File: src/rtl/core/range_id_first_fit_allocator_unit_assert.svh
// assertion macros for the allocator
`ifndef RANGE_ID_FIRST_FIT_ALLOCATOR_UNIT_ASSERT_SVH
`define RANGE_ID_FIRST_FIT_ALLOCATOR_UNIT_ASSERT_SVH

// clocked check, ignored while reset is held
`define RIFA_ASSERT(lbl, clk, rst_n, prop, msg) \
    lbl: assert property (@(posedge clk) disable iff (!rst_n) prop) else $error(msg);

// clocked check, also active during reset
`define RIFA_ASSERT_ALWAYS(lbl, clk, prop, msg) \
    lbl: assert property (@(posedge clk) prop) else $error(msg);

`endif

File: src/rtl/core/rifa_pkg.sv
package rifa_pkg;

    localparam int WORD_W     = 32;
    localparam int WORD_SHIFT = 5;
    localparam int ID_W       = 16;
    localparam int CFG_IDX_W  = 2;

    localparam logic [CFG_IDX_W-1:0] CFG_RANGE_FIRST = 2'd0;
    localparam logic [CFG_IDX_W-1:0] CFG_RANGE_LAST  = 2'd1;

    localparam logic [ID_W-1:0] RANGE_FIRST_RST = 16'd49152;
    localparam logic [ID_W-1:0] RANGE_LAST_RST  = 16'd50175;

    localparam logic REQ_ALLOC   = 1'b0;
    localparam logic REQ_RELEASE = 1'b1;

    typedef struct packed {
        logic            req_type;
        logic [ID_W-1:0] release_id;
    } in_t;

    typedef struct packed {
        logic            success;
        logic [ID_W-1:0] granted_id;
    } out_t;

    function automatic logic [WORD_SHIFT-1:0] first_zero(input logic [WORD_W-1:0] w);
        logic [WORD_SHIFT-1:0] r;
        r = '0;
        for (int i = WORD_W - 1; i >= 0; i--) begin
            if (!w[i]) begin
                r = WORD_SHIFT'(i);
            end
        end
        return r;
    endfunction

endpackage

File: src/rtl/core/range_id_first_fit_allocator_unit.sv
// allocate: S_SCAN checks map words from the first and stops at the word holding the
// lowest free number, or at the last word of the range; one 32-bit map word checked per cycle
// release: S_REL_CHK, then S_RESP; straight to S_RESP outside the range or on an empty range
// one request at a time: the next is taken from the cycle the result is valid, a stalled
// result holds the following one back
// reset: synchronous, active low; then S_CLEAR zeroes every map word, no request taken
`include "range_id_first_fit_allocator_unit_assert.svh"

module range_id_first_fit_allocator_unit #(
    parameter int MAX_IDS = 1024
) (
    input  logic                              aclk,
    input  logic                              aresetn,
    input  logic                              s_valid,
    output logic                              s_ready,
    input  rifa_pkg::in_t                     s_data,
    output logic                              m_valid,
    input  logic                              m_ready,
    output rifa_pkg::out_t                    m_data,
    input  logic                              cfg_we,
    input  logic [rifa_pkg::CFG_IDX_W-1:0]    cfg_index,
    input  logic [rifa_pkg::ID_W-1:0]         cfg_wdata
);

    localparam int NW   = (MAX_IDS + rifa_pkg::WORD_W - 1) / rifa_pkg::WORD_W;
    localparam int WA_W = (NW > 1) ? $clog2(NW) : 1;
    localparam int WW   = rifa_pkg::WORD_W;
    localparam int WS   = rifa_pkg::WORD_SHIFT;

    localparam logic [2:0] S_CLEAR   = 3'd0;
    localparam logic [2:0] S_IDLE    = 3'd1;
    localparam logic [2:0] S_SCAN    = 3'd2;
    localparam logic [2:0] S_REL_CHK = 3'd3;
    localparam logic [2:0] S_RESP    = 3'd4;

    logic [2:0]                   state_reg, state_next;
    logic [rifa_pkg::ID_W-1:0]    range_first_reg, range_last_reg;
    logic [WA_W-1:0]              clr_ptr_reg, clr_ptr_next;
    logic [WA_W:0]                rd_ptr_reg, rd_ptr_next;
    logic [WA_W-1:0]              chk_ptr_reg, chk_ptr_next;
    logic                         chk_valid_reg, chk_valid_next;
    logic [WA_W-1:0]              rel_word_reg, rel_word_next;
    logic [WS-1:0]                rel_bit_reg, rel_bit_next;
    logic                         res_success_reg, res_success_next;
    logic [rifa_pkg::ID_W-1:0]    res_id_reg, res_id_next;
    logic                         m_valid_reg, m_valid_next;
    rifa_pkg::out_t               m_data_reg, m_data_next;

    logic [WW-1:0]                mem [NW];
    logic [WW-1:0]                mem_rdata_reg;
    logic                         mem_re, mem_we;
    logic [WA_W-1:0]              mem_raddr, mem_waddr;
    logic [WW-1:0]                mem_wdata;

    logic [16:0]                  span, len, len_m1, off;
    logic [WA_W-1:0]              last_word;
    logic [WW-1:0]                last_mask, word_mask, masked;
    logic                         in_range, accept, out_free;
    logic [WS-1:0]                free_bit;

    assign accept   = s_valid && s_ready;
    assign out_free = !m_valid_reg || m_ready;
    assign s_ready  = (state_reg == S_IDLE);
    assign m_valid  = m_valid_reg;
    assign m_data   = m_data_reg;

    // usable length, clipped to the map
    always_comb begin
        span = {1'b0, range_last_reg} - {1'b0, range_first_reg} + 17'd1;
        if (range_last_reg < range_first_reg) begin
            len = '0;
        end else if (span > 17'(MAX_IDS)) begin
            len = 17'(MAX_IDS);
        end else begin
            len = span;
        end
        len_m1    = len - 17'd1;
        last_word = WA_W'(len_m1 >> WS);
        last_mask = {WW{1'b1}} >> (WS'(WW - 1) - len_m1[WS-1:0]);
        off       = {1'b0, s_data.release_id} - {1'b0, range_first_reg};
        in_range  = (s_data.release_id >= range_first_reg) && (off < len);
        word_mask = (chk_ptr_reg == last_word) ? last_mask : {WW{1'b1}};
        masked    = mem_rdata_reg | ~word_mask;
        free_bit  = rifa_pkg::first_zero(masked);
    end

    always_comb begin
        state_next       = state_reg;
        clr_ptr_next     = clr_ptr_reg;
        rd_ptr_next      = rd_ptr_reg;
        chk_ptr_next     = chk_ptr_reg;
        chk_valid_next   = 1'b0;
        rel_word_next    = rel_word_reg;
        rel_bit_next     = rel_bit_reg;
        res_success_next = res_success_reg;
        res_id_next      = res_id_reg;
        m_valid_next     = m_valid_reg && !m_ready;
        m_data_next      = m_data_reg;
        mem_re           = 1'b0;
        mem_raddr        = rd_ptr_reg[WA_W-1:0];
        mem_we           = 1'b0;
        mem_waddr        = chk_ptr_reg;
        mem_wdata        = '0;
        unique case (state_reg)
            S_CLEAR: begin
                mem_we       = 1'b1;
                mem_waddr    = clr_ptr_reg;
                clr_ptr_next = clr_ptr_reg + WA_W'(1);
                if (clr_ptr_reg == WA_W'(NW - 1)) begin
                    state_next = S_IDLE;
                end
            end
            S_IDLE: begin
                if (accept) begin
                    res_success_next = 1'b0;
                    res_id_next      = '0;
                    if (s_data.req_type == rifa_pkg::REQ_ALLOC) begin
                        rd_ptr_next = '0;
                        state_next  = (len == '0) ? S_RESP : S_SCAN;
                    end else if (in_range) begin
                        mem_re        = 1'b1;
                        mem_raddr     = WA_W'(off >> WS);
                        rel_word_next = WA_W'(off >> WS);
                        rel_bit_next  = off[WS-1:0];
                        state_next    = S_REL_CHK;
                    end else begin
                        state_next = S_RESP;
                    end
                end
            end
            S_SCAN: begin
                // read one word ahead while checking the previous one
                if (rd_ptr_reg <= {1'b0, last_word}) begin
                    mem_re         = 1'b1;
                    rd_ptr_next    = rd_ptr_reg + (WA_W+1)'(1);
                    chk_ptr_next   = rd_ptr_reg[WA_W-1:0];
                    chk_valid_next = 1'b1;
                end
                if (chk_valid_reg) begin
                    if (masked != {WW{1'b1}}) begin
                        mem_we           = 1'b1;
                        mem_waddr        = chk_ptr_reg;
                        mem_wdata        = mem_rdata_reg | (WW'(1) << free_bit);
                        res_success_next = 1'b1;
                        res_id_next      = range_first_reg
                                           + rifa_pkg::ID_W'({chk_ptr_reg, {WS{1'b0}}})
                                           + rifa_pkg::ID_W'(free_bit);
                        chk_valid_next   = 1'b0;
                        state_next       = S_RESP;
                    end else if (chk_ptr_reg == last_word) begin
                        chk_valid_next = 1'b0;
                        state_next     = S_RESP;
                    end
                end
            end
            S_REL_CHK: begin
                if (mem_rdata_reg[rel_bit_reg]) begin
                    mem_we           = 1'b1;
                    mem_waddr        = rel_word_reg;
                    mem_wdata        = mem_rdata_reg & ~(WW'(1) << rel_bit_reg);
                    res_success_next = 1'b1;
                end
                state_next = S_RESP;
            end
            S_RESP: begin
                if (out_free) begin
                    m_valid_next           = 1'b1;
                    m_data_next.success    = res_success_reg;
                    m_data_next.granted_id = res_id_reg;
                    state_next             = S_IDLE;
                end
            end
            default: begin
                state_next = S_IDLE;
            end
        endcase
    end

    always_ff @(posedge aclk) begin
        if (!aresetn) begin
            state_reg       <= S_CLEAR;
            clr_ptr_reg     <= '0;
            rd_ptr_reg      <= '0;
            chk_valid_reg   <= 1'b0;
            m_valid_reg     <= 1'b0;
            range_first_reg <= rifa_pkg::RANGE_FIRST_RST;
            range_last_reg  <= rifa_pkg::RANGE_LAST_RST;
        end else begin
            state_reg     <= state_next;
            clr_ptr_reg   <= clr_ptr_next;
            rd_ptr_reg    <= rd_ptr_next;
            chk_valid_reg <= chk_valid_next;
            m_valid_reg   <= m_valid_next;
            if (cfg_we && (cfg_index == rifa_pkg::CFG_RANGE_FIRST)) begin
                range_first_reg <= cfg_wdata;
            end
            if (cfg_we && (cfg_index == rifa_pkg::CFG_RANGE_LAST)) begin
                range_last_reg <= cfg_wdata;
            end
        end
    end

    always_ff @(posedge aclk) begin
        chk_ptr_reg     <= chk_ptr_next;
        rel_word_reg    <= rel_word_next;
        rel_bit_reg     <= rel_bit_next;
        res_success_reg <= res_success_next;
        res_id_reg      <= res_id_next;
        m_data_reg      <= m_data_next;
    end

    // map memory
    always_ff @(posedge aclk) begin
        if (mem_we) begin
            mem[mem_waddr] <= mem_wdata;
        end
        if (mem_re) begin
            mem_rdata_reg <= mem[mem_raddr];
        end
    end

    `RIFA_ASSERT(a_write_in_range, aclk, aresetn,
        (mem_we && state_reg != S_CLEAR) |-> (mem_waddr <= last_word),
        "map write beyond usable range")
    `RIFA_ASSERT(a_busy_after_transfer, aclk, aresetn,
        accept |=> (state_reg != S_IDLE),
        "request transfer did not start work")
    `RIFA_ASSERT(a_fail_id_zero, aclk, aresetn,
        m_valid |-> (m_data.success || m_data.granted_id == '0),
        "failed result carries a number")
    `RIFA_ASSERT_ALWAYS(a_no_ready_in_reset, aclk,
        !aresetn |=> !s_ready,
        "ready high straight after reset")

endmodule
File: config.mk
export PLATFORM = sky130hd
export DESIGN_NAME = range_id_first_fit_allocator_unit
export DESIGN_NICKNAME = d
export VERILOG_FILES = /design/src/rtl/core/rifa_pkg.sv /design/src/rtl/core/range_id_first_fit_allocator_unit.sv
export VERILOG_INCLUDE_DIRS = /design/src /design/src/rtl/core
export SDC_FILE = /design/constraint.sdc
export NUM_CORES = 2
export LEC_CHECK = 0
export ABC_AREA = 1
export BUFFER_PORTS_ARGS = -buffer_cell sky130_fd_sc_hd__buf_2
export CORE_AREA = 2 2 293 295
export DETAILED_ROUTE_END_ITERATION = 10
export DIE_AREA = 0 0 295 297
export PLACE_DENSITY = 0.81
export SLEW_MARGIN = 20
export SYNTH_ARGS = -nofsm -noshare
export SYNTH_HDL_FRONTEND = slang
export SYNTH_SLANG_ARGS = --single-unit
File: constraint.sdc
create_clock -name aclk -period 20.4 [get_ports aclk]
set_input_delay 2.04 -clock aclk [delete_from_list [all_inputs] [get_ports aclk]]
set_output_delay 2.04 -clock aclk [all_outputs]
set_load 0.005 [all_outputs]
==> flow_summary.ini <==
[clocking]
clk_latency_ns = 0.71
cts_root_buf = clkbuf_16
cts_resized = 0
clockBufferDepth = 3
ctsHoldBuffers = 0
cts_tree = built
clk_pin_slew_worst_paths_ns = 0.07
postCtsSetupRepairBufs = 0
clock-sinks = 1153
numCtsBuffers = 108
h-tree-depth = 3

[logic_synthesis]
synthSimpleGateAreaFrac = 0.117
yosysSeqAreaShare = 0.679
ys_warn_count = 0
synth_compound_area_frac = 0.139
synth_xor_area_frac = 0.00276
avgSynthCellArea_sq_um = 11.7
netlist_area_sq_mm = 0.0503
synthFlopType = edfxtp_1
netlist_instances = 4303
ys_seq_elements = 1153
async_reset_ff_frac = 0
synth.distinct_cells = 67
synth_mux_area_frac = 0
synth_adder_area_share = 0.0245
synth_top_family_by_area = compound AO/OA/AOI/OAI gates
synth-edff-count = 1105

[timing]
fin_setup_tns_ns = 0
drv_slew = 0
fmax_mhz = 96.2
relSlewSlack = 0.241
hold_viol = 0
fin_skew_ns = 0.0311
worst_slack_ns = 10.00
tightest_slew_ns = 1.14
rsz0062_at_grt = no
fin_worst_hold_slack_ns = 0.420
fin_crit_ns = 10.40
setup_viol = 0
fin_crit_sh = 0.510

[route]
drt_iter0_markers = 5267
totalWireLength_um = 143000
wire_per_inst_um = 25.8
vias = 36300
firstDrtPassIters = 7
drtAntennaViolNets = 0
drc = 0
avgViaCountPerCell = 6.57

[worst_setup_path]
critPathLaunch = s_data[2]
crit_type = in2reg
cp_max_fo = 96
end_kind = flop
cp_slowest_cell = buf_4
startpoint_type = primary input
rrSetupSlack_ns = 10.65
critPathRequiredTime_ns = 20.93
r2r_end = mem_rdata_reg[0]
r2r_start = range_first_reg[1]
crit_path_max_incr_delay_ns = 0.84
critical_path_arrival_ns = 10.93
r2r_cells = 42
crit_end = mem_rdata_reg[0]

[grt]
gr-total-overflow = 0
grtUsageTotal = 0.322
grt_pass1_vias = 34500
grt_pass1_wl_um = 211000
antenna_found_initial = 2
grt_max_degree = 228

[placed_design]
globalplace.congestion = 0.995
dp_hpwl_um = 78600
place_area_sq_mm = 0.0519
place_inst = 5328
io_buffers = 58
dp_worst_setup_slack_ns = 9.48

[final_layout]
final_nets = 4427
postLayoutCellArea_sq_mm = 0.0555
largest_reg_flops = 1024
final_cell_mix = edfxtp_1 (1105), nor2_1 (646), o21ai_0 (590)
area_delta_synth_final_pct = 10.3
layout-drive-gt1-share = 0.0910
final_core_util = 0.657
final_cells = 5529
final_common_cell = edfxtp_1

[power]
combPwrFrac = 0.253
power_frac_clock = 0.293
ir_worst_vdd_mv = 0.129
p_leak_nw = 18.5
switching_share = 0.337
switching_power_mw = 2.27
p_int_mw = 4.47
p_per_area_mw_per_mm2 = 122
finalPower_mw = 6.75
sequentialPowerShare = 0.454

[floorplan]
die_area_sq_mm = 0.0876
die_height_um = 297
core_sq_mm = 0.0845
ioPinCount = 59
die_x_um = 295
initial_core_util = 0.595
rows = 107

[hold_path]
hold_depth = 0
hp-class = reg2reg

[flow_run]
drv_cap = 0

[run_status]
status = completed
==> synthesized netlist by cell type, types with 13 or more instances <==
master / instances / share of area
inv_2: 17 / 0.0013
o21ai_0: 601 / 0.060
a21oi_1: 78 / 0.0078
nor2_1: 677 / 0.051
o22ai_1: 80 / 0.010
buf_1: 13 / 0.00097
nor3_1: 19 / 0.0019
inv_1: 216 / 0.016
a31oi_1: 35 / 0.0044
nand2_1: 440 / 0.033
ha_1: 84 / 0.021
clkbuf_1: 225 / 0.017
o211ai_1: 73 / 0.011
nand4_1: 45 / 0.0056
nand3_1: 160 / 0.016
dfxtp_1: 48 / 0.019
edfxtp_1: 1105 / 0.66
o21bai_1: 17 / 0.0025
o21ai_1: 31 / 0.0031
o221ai_1: 186 / 0.032
==> kinds of logic (layout without fill, tap and decap cells) <==
logic type	count (synthesis)	count (layout)
XOR/XNOR	15	15
buffers and inverters	493	569
AO/OA/AOI/OAI	1148	1148
other	1	7
AND/OR/NAND/NOR	1400	1400
adder cells (fa/ha/maj)	93	93
flip-flops	1153	1153
==> worst max-delay path: cells and delay by family <==
family	cells	cell delay (ns)
xor gates and xnor gates	1	0.11
and+or+nand+nor	11	1.73
buffers and inverters	7	3.24
adders and majority gates	2	0.60
AOI/OAI and AO/OA	17	3.05
==> worst min-delay path by stage <==
stage,from,to,slack (ns)
floorplan,res_id_reg[0],m_data[0],0.40
global placement,res_id_reg[6],m_data[6],0.40
detailed placement,res_id_reg[4],m_data[4],0.40
CTS,res_id_reg[6],m_data[6],0.41
global route,res_id_reg[1],m_data[1],0.42
finish,res_id_reg[4],m_data[4],0.42
==> area by class of cell <==
| type | instances | area, sq um |
|---|---|---|
| clock buffer | 121 | 2750 |
| fill | 5937 | 29000 |
| multi-input combinational | 2662 | 14700 |
| sequential | 1153 | 34100 |
| timing repair buffer | 127 | 821 |
| clock inverter | 79 | 707 |
| antenna | 1 | 2.50 |
| inverter | 242 | 932 |
| tap | 1144 | 1430 |
==> power by group through the flow <==
stage | sequential [mW] | clock [mW] | combinational [mW]
finish | 3.06 | 1.98 | 1.71
global route | 3.08 | 2.07 | 1.83
CTS | 3.06 | 1.98 | 1.67
detailed placement | 3.10 | 0 | 1.65
global placement | 3.09 | 0 | 1.60
floorplan | 3.08 | 0 | 1.04
==> routing by layer <==
metal / vias to the layer above / share of wire / GRT usage
met5: - / 0.00011 / 0
met4: 2 / 0.050 / 0.158
met3: 470 / 0.12 / 0.0604
met2: 2540 / 0.47 / 0.502
met1: 17500 / 0.36 / 0.437
li1: 15800 / - / -
No activity file was read; power rests on OpenSTA's default activity.
